[config.mk]
export PLATFORM = sky130hd
export DESIGN_NAME = chunked_message_deframer_unit
export DESIGN_NICKNAME = d
export VERILOG_FILES = /design/src/hw/rtl/cmd_pkg.sv /design/src/hw/rtl/cmd_front.sv /design/src/hw/rtl/cmd_queue.sv /design/src/hw/rtl/chunked_message_deframer_unit.sv
export SDC_FILE = /design/constraint.sdc
export NUM_CORES = 1
export LEC_CHECK = 0
export BUFFER_PORTS_ARGS = -buffer_cell sky130_fd_sc_hd__buf_2
export CELL_PAD_IN_SITES_DETAIL_PLACEMENT = 0
export CELL_PAD_IN_SITES_GLOBAL_PLACEMENT = 2
export CORE_MARGIN = 4
export CORE_UTILIZATION = 41
export CTS_BUF_LIST = sky130_fd_sc_hd__clkbuf_2
export DETAILED_ROUTE_END_ITERATION = 10
export GPL_TIMING_DRIVEN = 0
export PLACE_DENSITY_LB_ADDON = 0.1
export SLEW_MARGIN = 20
export SYNTH_ARGS = -nofsm -noshare
export SYNTH_HDL_FRONTEND = slang
export SYNTH_HIERARCHICAL = 1
export SYNTH_SLANG_ARGS = --single-unit
[constraint.sdc]
create_clock -name clk -period 4.3 [get_ports clk]
set_input_delay 0 -clock clk [delete_from_list [all_inputs] [get_ports clk]]
set_output_delay 0 -clock clk [all_outputs]
set_load 0.02 [all_outputs]
[src/hw/rtl/cmd_pkg.sv]
// ---------------------------------------------------------------------------
// Chunked message deframer package
// Shared types and framing constants for the deframer front end and queue.
// ---------------------------------------------------------------------------
package cmd_pkg;

	typedef enum logic [1:0] {
		PH_HEADER,
		PH_DATA,
		PH_CHUNK0,
		PH_CHUNK1
	} phase_t;

	typedef enum logic [1:0] {
		ST_PAYLOAD   = 2'd0,
		ST_HDR_ERR   = 2'd1,
		ST_PAD_ERR   = 2'd2,
		ST_EMPTY_MSG = 2'd3
	} status_t;

	typedef struct packed {
		logic [7:0] payload_byte;
		logic       last_of_message;
		status_t    status;
	} result_t;

	localparam logic [7:0] PAD_MARK  = 8'hFF;
	localparam logic [7:0] SHORT_ANY = 8'hFF;
	localparam logic [7:0] SEG_FIRST = 8'd253;
	localparam logic [7:0] SEG_NEXT  = 8'd255;
	localparam logic [1:0] PREFIX_LEN = 2'd2;

endpackage

[src/hw/rtl/cmd_front.sv]
// ---------------------------------------------------------------------------
// Deframer front end
// Accepts one received byte per cycle unless the queue is full, tracks
// header, segment and chunk framing, and queues payload and status results.
// ---------------------------------------------------------------------------
module cmd_front import cmd_pkg::*; (
	input  logic       clk,
	input  logic       arst_n,
	input  logic       in_valid,
	output logic       in_stall,
	input  logic [7:0] rx_byte,
	input  logic       queue_full,
	output logic       push_valid,
	output result_t    push_data
);

	phase_t      phase_q, phase_d;
	logic [1:0]  hdr_pos_q, hdr_pos_d;
	logic [7:0]  short_len_q, short_len_d;
	logic [7:0]  total_hi_q, total_hi_d;
	logic [15:0] bytes_rem_q, bytes_rem_d;
	logic [7:0]  seg_rem_q, seg_rem_d;
	logic [1:0]  prefix_rem_q, prefix_rem_d;

	logic        accept;
	logic        emit;
	result_t     res;
	logic [15:0] total;
	logic [7:0]  short_minus2;
	logic        hdr_ok;
	logic [15:0] bytes_dec;
	logic [7:0]  seg_dec;

	assign in_stall = queue_full;
	assign accept   = in_valid && !queue_full;

	assign total        = {total_hi_q, rx_byte};
	assign short_minus2 = short_len_q - 8'd2;
	assign hdr_ok       = (total != 16'd0) && ((short_len_q == SHORT_ANY) ||
		((short_len_q >= 8'd2) && (total_hi_q == 8'd0) && (rx_byte == short_minus2)));
	assign bytes_dec    = bytes_rem_q - 16'd1;
	assign seg_dec      = seg_rem_q - 8'd1;

	always_comb begin
		phase_d      = phase_q;
		hdr_pos_d    = hdr_pos_q;
		short_len_d  = short_len_q;
		total_hi_d   = total_hi_q;
		bytes_rem_d  = bytes_rem_q;
		seg_rem_d    = seg_rem_q;
		prefix_rem_d = prefix_rem_q;
		case (phase_q)
			PH_HEADER: begin
				if (hdr_pos_q == 2'd0) begin
					short_len_d = rx_byte;
				end
				if (hdr_pos_q == 2'd2) begin
					total_hi_d = rx_byte;
				end
				if (hdr_pos_q != 2'd3) begin
					hdr_pos_d = hdr_pos_q + 2'd1;
				end else begin
					hdr_pos_d = 2'd0;
					if (hdr_ok) begin
						bytes_rem_d  = total;
						seg_rem_d    = (total > 16'(SEG_FIRST)) ? SEG_FIRST : total[7:0];
						prefix_rem_d = PREFIX_LEN;
						phase_d      = PH_DATA;
					end
				end
			end
			PH_CHUNK0: begin
				phase_d = PH_CHUNK1;
			end
			PH_CHUNK1: begin
				if (rx_byte != PAD_MARK) begin
					phase_d   = PH_HEADER;
					hdr_pos_d = 2'd0;
				end else begin
					seg_rem_d = (bytes_rem_q > 16'(SEG_NEXT)) ? SEG_NEXT : bytes_rem_q[7:0];
					phase_d   = PH_DATA;
				end
			end
			PH_DATA: begin
				bytes_rem_d = bytes_dec;
				seg_rem_d   = seg_dec;
				if (prefix_rem_q != 2'd0) begin
					prefix_rem_d = prefix_rem_q - 2'd1;
				end
				if (bytes_dec == 16'd0) begin
					phase_d   = PH_HEADER;
					hdr_pos_d = 2'd0;
				end else if (seg_dec == 8'd0) begin
					phase_d = PH_CHUNK0;
				end
			end
			default: begin
				phase_d   = PH_HEADER;
				hdr_pos_d = 2'd0;
			end
		endcase
	end

	always_comb begin
		emit                = 1'b0;
		res.payload_byte    = 8'd0;
		res.last_of_message = 1'b1;
		res.status          = ST_PAYLOAD;
		case (phase_q)
			PH_HEADER: begin
				if ((hdr_pos_q == 2'd3) && !hdr_ok) begin
					emit       = 1'b1;
					res.status = ST_HDR_ERR;
				end
			end
			PH_CHUNK1: begin
				if (rx_byte != PAD_MARK) begin
					emit       = 1'b1;
					res.status = ST_PAD_ERR;
				end
			end
			PH_DATA: begin
				if (prefix_rem_q != 2'd0) begin
					if (bytes_dec == 16'd0) begin
						emit       = 1'b1;
						res.status = ST_EMPTY_MSG;
					end
				end else begin
					emit                = 1'b1;
					res.payload_byte    = rx_byte;
					res.last_of_message = (bytes_dec == 16'd0);
				end
			end
			default: begin
				emit = 1'b0;
			end
		endcase
	end

	assign push_valid = accept && emit;
	assign push_data  = res;

	always_ff @(posedge clk or negedge arst_n) begin
		if (!arst_n) begin
			phase_q      <= PH_HEADER;
			hdr_pos_q    <= 2'd0;
			short_len_q  <= 8'd0;
			total_hi_q   <= 8'd0;
			bytes_rem_q  <= 16'd0;
			seg_rem_q    <= 8'd0;
			prefix_rem_q <= PREFIX_LEN;
		end else if (accept) begin
			phase_q      <= phase_d;
			hdr_pos_q    <= hdr_pos_d;
			short_len_q  <= short_len_d;
			total_hi_q   <= total_hi_d;
			bytes_rem_q  <= bytes_rem_d;
			seg_rem_q    <= seg_rem_d;
			prefix_rem_q <= prefix_rem_d;
		end
	end

endmodule

[src/hw/rtl/cmd_queue.sv]
// ---------------------------------------------------------------------------
// Deframer result queue
// Short first-in first-out queue that holds results until the output side
// takes them, so that the front end and the output stall independently.
// ---------------------------------------------------------------------------
module cmd_queue import cmd_pkg::*; #(
	parameter int DEPTH = 2
) (
	input  logic    clk,
	input  logic    arst_n,
	input  logic    push_valid,
	input  result_t push_data,
	output logic    full,
	output logic    pop_valid,
	input  logic    pop_stall,
	output result_t pop_data
);

	localparam int PW = (DEPTH > 1) ? $clog2(DEPTH) : 1;
	localparam int CW = $clog2(DEPTH + 1);

	result_t         mem_q [DEPTH];
	logic [PW-1:0]   wr_ptr_q;
	logic [PW-1:0]   rd_ptr_q;
	logic [CW-1:0]   count_q;
	logic            do_push;
	logic            do_pop;

	assign full      = (count_q == CW'(DEPTH));
	assign pop_valid = (count_q != '0);
	assign pop_data  = mem_q[rd_ptr_q];
	assign do_push   = push_valid && !full;
	assign do_pop    = pop_valid && !pop_stall;

	always_ff @(posedge clk) begin
		if (do_push) begin
			mem_q[wr_ptr_q] <= push_data;
		end
	end

	always_ff @(posedge clk or negedge arst_n) begin
		if (!arst_n) begin
			wr_ptr_q <= '0;
			rd_ptr_q <= '0;
			count_q  <= '0;
		end else begin
			if (do_push) begin
				wr_ptr_q <= (wr_ptr_q == PW'(DEPTH - 1)) ? '0 : wr_ptr_q + PW'(1);
			end
			if (do_pop) begin
				rd_ptr_q <= (rd_ptr_q == PW'(DEPTH - 1)) ? '0 : rd_ptr_q + PW'(1);
			end
			if (do_push && !do_pop) begin
				count_q <= count_q + CW'(1);
			end else if (do_pop && !do_push) begin
				count_q <= count_q - CW'(1);
			end
		end
	end

endmodule

[src/hw/rtl/chunked_message_deframer_unit.sv]
// A result is written into the result queue when the byte that causes it is accepted.
// One byte per cycle is accepted while the queue is not full; framing state updates per byte.
// The result queue of QUEUE_DEPTH entries stalls input only when it is full.
// Reset clears the framing state to wait for a header and empties the queue.
// ---------------------------------------------------------------------------
// Chunked message deframer unit
// Strips header, chunk framing and prefix from received bytes and delivers
// payload bytes and status results.
// ---------------------------------------------------------------------------
module chunked_message_deframer_unit import cmd_pkg::*; #(
	parameter int QUEUE_DEPTH = 2
) (
	input  logic       clk,
	input  logic       arst_n,
	input  logic       in_valid,
	output logic       in_stall,
	input  logic [7:0] rx_byte,
	output logic       out_valid,
	input  logic       out_stall,
	output logic [7:0] payload_byte,
	output logic       last_of_message,
	output logic [1:0] status
);

	logic    queue_full;
	logic    push_valid;
	result_t push_data;
	result_t pop_data;

	cmd_front u_front (
		.clk        (clk),
		.arst_n     (arst_n),
		.in_valid   (in_valid),
		.in_stall   (in_stall),
		.rx_byte    (rx_byte),
		.queue_full (queue_full),
		.push_valid (push_valid),
		.push_data  (push_data)
	);

	cmd_queue #(
		.DEPTH (QUEUE_DEPTH)
	) u_queue (
		.clk        (clk),
		.arst_n     (arst_n),
		.push_valid (push_valid),
		.push_data  (push_data),
		.full       (queue_full),
		.pop_valid  (out_valid),
		.pop_stall  (out_stall),
		.pop_data   (pop_data)
	);

	assign payload_byte    = pop_data.payload_byte;
	assign last_of_message = pop_data.last_of_message;
	assign status          = pop_data.status;

endmodule
== Word level (Yosys, flattened, before mapping) ==
Memory sizes are Yosys's and may differ from the RTL's.
Index checks and enable logic that the tools add are counted.

* Register bits after elaboration: 50
* RAM bits: 22
* Input port bits: 12
* Output and inout port bits: 13
* Logic and storage cells: 115
* Memories: 1

{| class="wikitable"
|+ Memories
! memory !! words !! width !! rd ports !! clocked after memory_dff !! write ports !! line !! text
|-
| u_queue.mem_q || 2 || 11 || 1 || 0 || 1 || cmd_queue.sv:22 || <nowiki>result_t mem_q [DEPTH];</nowiki>
|}

* Add/sub/neg operators: 9
* Magnitude comparators: 3
* Equal/unequal tests: 17
* Muxes and demuxes: 41
* Reductions and logical operators: 34

{| class="wikitable"
|+ Operators by type and width
! kind !! count
|-
| $mux W8 || 5
|-
| $gt A16 B8 Y1 const B || 2
|-
| $mux W16 || 2
|-
| $pmux W16 S2 || 1
|-
| $mux W2 || 15
|-
| $pmux W8 S3 || 1
|-
| $mux W9 || 2
|-
| $logic_not A16 Y1 || 1
|-
| $logic_not A8 Y1 || 2
|-
| $reduce_bool A16 Y1 || 1
|-
| $sub A16 B1 Y16 const B || 1
|-
| $pmux W2 S3 || 2
|-
| $reduce_and A4 Y1 || 3
|-
| $eq A2 B2 Y1 const B || 5
|-
| $logic_and A1 B1 Y1 || 10
|-
| $mux W1 || 10
|-
| $reduce_and A5 Y1 || 2
|-
| $eq A8 B8 Y1 || 1
|-
| $eq A8 B8 Y1 const B || 1
|-
| $ge A8 B2 Y1 const B || 1
|-
| $ne A2 B1 Y1 const B || 4
|-
| $ne A8 B8 Y1 const B || 1
|-
| $pmux W2 S4 || 1
|-
| $reduce_bool A2 Y1 || 4
|-
| other kinds (15) || 26
|}

== Depth between registers and ports, before layout ==
* Word-level depth: 15
* Depth in mapped cells: 16
* Mapped depth without buffers: 15

== Hierarchy ==
Netlist, hierarchy kept.

{| class="wikitable"
|+ By module, submodules not included
! module !! instances !! cells an instance !! area an instance (um2) !! sequential area each (um2)
|-
| cmd_front || 1 || 403 || 3448.3 || 1152.4
|-
| cmd_queue || 1 || 53 || 1001.0 || 760.7
|}

== Worst setup path before layout ==
No wires, ideal clock.

* Path kind: register to register
* Start: reg u_front.bytes_rem_q[0]
* End: mem u_queue/mem_q[0][0] (netlist name) (enable)
* Library setup time: 0.378 ns
* Data arrival time: 3.331 ns
* Required time: 3.922 ns
* Setup slack: 0.590 ns
* Stages on the path, launching flop included: 12
* Buffers on the path: 0
* Clock period less this slack: 3.710 ns
* Cells stage by stage: dfrtp_1 > inv_1 > ha_1 > nor3b_1 > nand4_1 > xnor2_1 > or4_1 > nor4_4 > o31ai_1 > o31ai_1 > nand2_1 > nor2_1

* Longest elaborated chain between the ends: 9

{| class="wikitable"
|+ RTL lines
! element !! line !! text
|-
| from (decl) || cmd_front.sv:21 || <nowiki>logic [15:0] bytes_rem_q, bytes_rem_d;</nowiki>
|-
| from (signal assigned) || cmd_front.sv:157 || <nowiki>bytes_rem_q <= bytes_rem_d;</nowiki>
|-
| $sub A16 B1 Y16 || cmd_front.sv:41 || <nowiki>assign bytes_dec = bytes_rem_q - 16'd1;</nowiki>
|-
| $logic_not A16 Y1 || cmd_front.sv:124 || <nowiki>if (bytes_dec == 16'd0) begin</nowiki>
|-
| $mux W1 || cmd_front.sv:124 ||
|-
| $mux W1 || cmd_front.sv:123 || <nowiki>if (prefix_rem_q != 2'd0) begin</nowiki>
|-
| $pmux W1 S3 || cmd_front.sv:109 || <nowiki>case (phase_q)</nowiki>
|-
| $logic_and A1 B1 Y1 || cmd_front.sv:140 || <nowiki>assign push_valid = accept && emit;</nowiki>
|-
| via push_valid || chunked_message_deframer_unit.sv:26 || <nowiki>logic push_valid;</nowiki>
|-
| $logic_and A1 B1 Y1 || cmd_queue.sv:32 || <nowiki>assign do_push = push_valid && !full;</nowiki>
|-
| $mux W1 || cmd_queue.sv:36 || <nowiki>if (do_push) begin</nowiki>
|-
| $mux W1 (not written as such) || cmd_queue.sv:37 || <nowiki>mem_q[wr_ptr_q] <= push_data;</nowiki>
|-
| to (decl) || cmd_queue.sv:22 ||
|}

The timed path passes the listed nets, and every way through them passes these cells.

== Final worst setup path ==
* Start: reg u_front.bytes_rem_q[0]
* End: reg u_queue.count_q[1]

* Longest elaborated chain between the ends: 10
* Elaborated cells between the ends (all ways): 12
* Classes of those cells: add/sub (1); mux (4); reduce/logical (7)

{| class="wikitable"
|+ RTL lines
! element !! line !! text
|-
| $sub A16 B1 Y16 * || cmd_front.sv:41 ||
|-
| $logic_not A16 Y1 * || cmd_front.sv:124 ||
|-
| $mux W1 * || cmd_front.sv:124 ||
|-
| $mux W1 * || cmd_front.sv:123 ||
|-
| $pmux W1 S3 * || cmd_front.sv:109 ||
|-
| $logic_and A1 B1 Y1 * || cmd_front.sv:140 ||
|-
| via push_valid || chunked_message_deframer_unit.sv:26 ||
|-
| $logic_and A1 B1 Y1 * || cmd_queue.sv:32 ||
|-
| $logic_not A1 Y1 || cmd_queue.sv:55 || <nowiki>end else if (do_pop && !do_push) begin</nowiki>
|-
| $logic_and A1 B1 Y1 || cmd_queue.sv:55 ||
|-
| $reduce_bool A2 Y1 (no source line) || n/a ||
|-
| to (signal assigned) || cmd_queue.sv:54 || <nowiki>count_q <= count_q + CW'(1);</nowiki>
|-
| to (signal assigned) || cmd_queue.sv:56 || <nowiki>count_q <= count_q - CW'(1);</nowiki>
|-
| to (decl) || cmd_queue.sv:25 || <nowiki>logic [CW-1:0] count_q;</nowiki>
|}

The timed path passes the listed nets; every way through them passes the cells marked *.
A chain may end at the register's enable or synchronous reset.

==> flow_summary.yaml <==
synthesis:
  ys_types: 66
  netlist_instances: 456
  syn-cell-area_um2: 4450
  ys_warn_count: 6
  ys_seq_elements: 72
  ys_async_sr_fraction: 0.694
  syn-num-nets: 478
  avgSynthCellArea_um2: 9.76
  seq_area_frac_synth: 0.430
  ys.flop_type: "dfrtp_1"
  synth_edf_count: 22
global_route:
  grt_pass1_vias: 3544
  grt_max_degree: 50
  grt_pass1_wl_mm: 19.3
  grt_overflow: 0
  antenna_found_initial: 0
  grt.total_usage: 0.197
clock_tree:
  cts-root-buf: "clkbuf_2"
  cts_sinks: 72
  clockBufferDepth: 2
  cts_buffers: 9
  cts_htree_levels: 3
  cts_setup_buffers: 0
  path_clk_slew_ns: 0.25
  clock_latency_ns: 0.59
  cts_tree: "built"
routing:
  top_layer_used: "met4"
  wl_per_cell_um: 19.0
  wl_met2_mm: 5.72
  vias: 3620
  final_antenna_net_count: 0
  drt_wl_total_mm: 12.2
  drt-met1-wl_mm: 5.79
  drt_iter0_drc: 243
  drc: 0
  firstDrtPassIters: 5
  via_per_inst: 5.67
  wl_met3_um: 482
floorplanning:
  initial_core_util: 0.425
  coreArea_um2: 10500
  die_w_um: 112
  die_area_um2: 12600
  io_pins: 25
  num_rows: 37
  chipHeight_um: 112
final_layout:
  final_cell_mix: "dfrtp_1 (49), nor2_1 (37), mux2_2 (34)"
  area_growth_pct: 12.1
  nNetsFinal: 519
  n_antenna_cell: 0
  fillerInstances: 1012
  drive_above_1_share: 0.189
  final_common_cell: "dfrtp_1"
timing:
  slew_viol_final: 0
  fin_hold_ws_ns: 0.118
  fin_crit_ns: 3.95
  setup_tns_ns: 0
  setup_viol: 0
  final.period_utilization: 0.919
  fmax_mhz: 253
  finClkSkew_ns: 0.0403
  finalHoldViolCount: 0
  tightest_slew_ns: 0.870
  relSlewSlack: 0.418
pwr:
  ir_worst_vdd_mv: 0.293
  power_leakage_nw: 2.07
  power_density_nw_per_um2: 626
hold_path:
  hp-class: "primary input to flip-flop"
placed_design:
  io_buffers: 18
  gp_congestion: 0.829
  dp_hpwl_mm: 8.38
status:
  outcome: "finished, final reports clean"
setup_path:
  required_ns: 4.79
  endpoint_kind: "flip-flop"
  arrival_ns: 4.44
  critPathMaxFanout: 7
  crit_path_start_kind: "flip-flop"
  critPathKind: "flip-flop to flip-flop"
job:
  max-cap-violations: 0
==> final timing paths <==
path | from | end | slack, ns | cells after the start
min | rx_byte[4] | u_front/bytes_rem_q[4] | 0.12 | 4
max in group asynchronous | arst_n | u_front/seg_rem_q[3] | 3.58 | 4
max reg2reg | u_front/bytes_rem_q[0] | u_queue/count_q[1] | 0.35 | 15
min reg2reg | u_queue/count_q[1] | u_queue/count_q[1] | 0.52 | 1
min in group asynchronous | arst_n | u_front/prefix_rem_q[1] | 0.44 | 3
max | u_front/bytes_rem_q[0] | u_queue/count_q[1] | 0.35 | 15
==> repair_timing <==
action,in CTS,in global routing
hold buffers,12,0
setup endpoints to repair,11,11
endpoints found under the hold margin,83,0
pin swaps,0,0
resized for setup,2,1
==> kinds of logic (layout without fill, tap and decap cells) <==
kind of cell,count (synthesis),count (layout),share of synthesized area
adders and majority gates,10,10,0.0281
and+or+nand+nor,162,162,0.196
xor gates and xnor gates,20,20,0.0411
DFF,72,72,0.430
AOI/OAI and AO/OA,106,106,0.159
buffers and inverters,48,94,0.0503
muxes,38,38,0.0953
==> worst max-delay path: stages (launching register included) <==
cell	delay [ns]
dfrtp_1	0.50
inv_1	0.09
ha_1	0.30
nor3b_2	0.44
nand4_1	0.21
xnor2_1	0.16
or4_1	0.57
nor4_4	0.53
o31ai_1	0.12
o31ai_1	0.12
nand2_1	0.21
inv_1	0.10
ha_1	0.16
xor2_1	0.15
nor2_1	0.07
xor2_1	0.13
==> layout make-up <==
class | count | area (um^2) | area share
Multi-Input combinational cell | 336 | 2320 | 0.466
Tap cell | 136 | 170 | 0.0341
Timing Repair Buffer | 30 | 230 | 0.0461
Clock buffer | 9 | 45.0 | 0.00903
Buffer | 29 | 153 | 0.0306
Clock inverter | 7 | 82.6 | 0.0165
Inverter | 19 | 71.3 | 0.0143
Sequential cell | 72 | 1910 | 0.383
==> per-stage QoR <==
step | utilization | std cells | total power (W) | worst slack [ns] | instance area, um^2
CTS | 0.476 | 638 | 0.00314 | 0.196 | 4980
global placement | 0.450 | 610 | 0.00266 | -0.276 | 4710
finish | 0.477 | 638 | 0.00312 | 0.349 | 4990
global route | 0.477 | 638 | 0.00338 | -0.0150 | 4990
floorplan | - | 456 | 0.00229 | 0.590 | 4450
detailed placement | 0.450 | 610 | 0.00268 | -0.303 | 4710
==> where the power goes <==
group	switching (W)	leakage (nW)	internal (W)
Combinational	0.000818	1.19	0.000659
Sequential	0.000272	0.799	0.000944
Clock	0.000285	0.0783	0.000146
Total	0.00138	2.07	0.00175
==> per-layer routing <==
metal	vias up	global-route usage
met5	-	0
met4	0	0.0457
met3	11	0.0464
met2	77	0.318
met1	1780	0.271
li1	1752	-
==> synthesized netlist by cell type (all sizes together), types with 12 or more instances <==
cell    instances  area [um^2]
a21o           12         91.3
a21oi          25          125
a31oi          15         93.8
and3           14         88.8
clkbuf         20         76.3
dfrtp          49         1230
edfxtp         22          661
inv            18         67.6
mux2           35          394
nand2          27          101
nand3          16         80.1
nor2           38          143
o21ai          20          104
xnor2          12          113
==> flip-flops by register name, indices dropped and copies added, names as in the netlist, named ones only <==
register / flops
u_queue/mem_q: 22
u_queue/count_q: 2
u_front/bytes_rem_q: 16
u_queue/rd_ptr_q: 1
u_queue/wr_ptr_q: 1
u_front/seg_rem_q: 8
u_front/phase_q: 1
u_front/prefix_rem_q: 2
u_front/total_hi_q: 8
u_front/short_len_q: 8
u_front/hdr_pos_q: 2
Note: power is estimated with default switching activity, not from simulation.
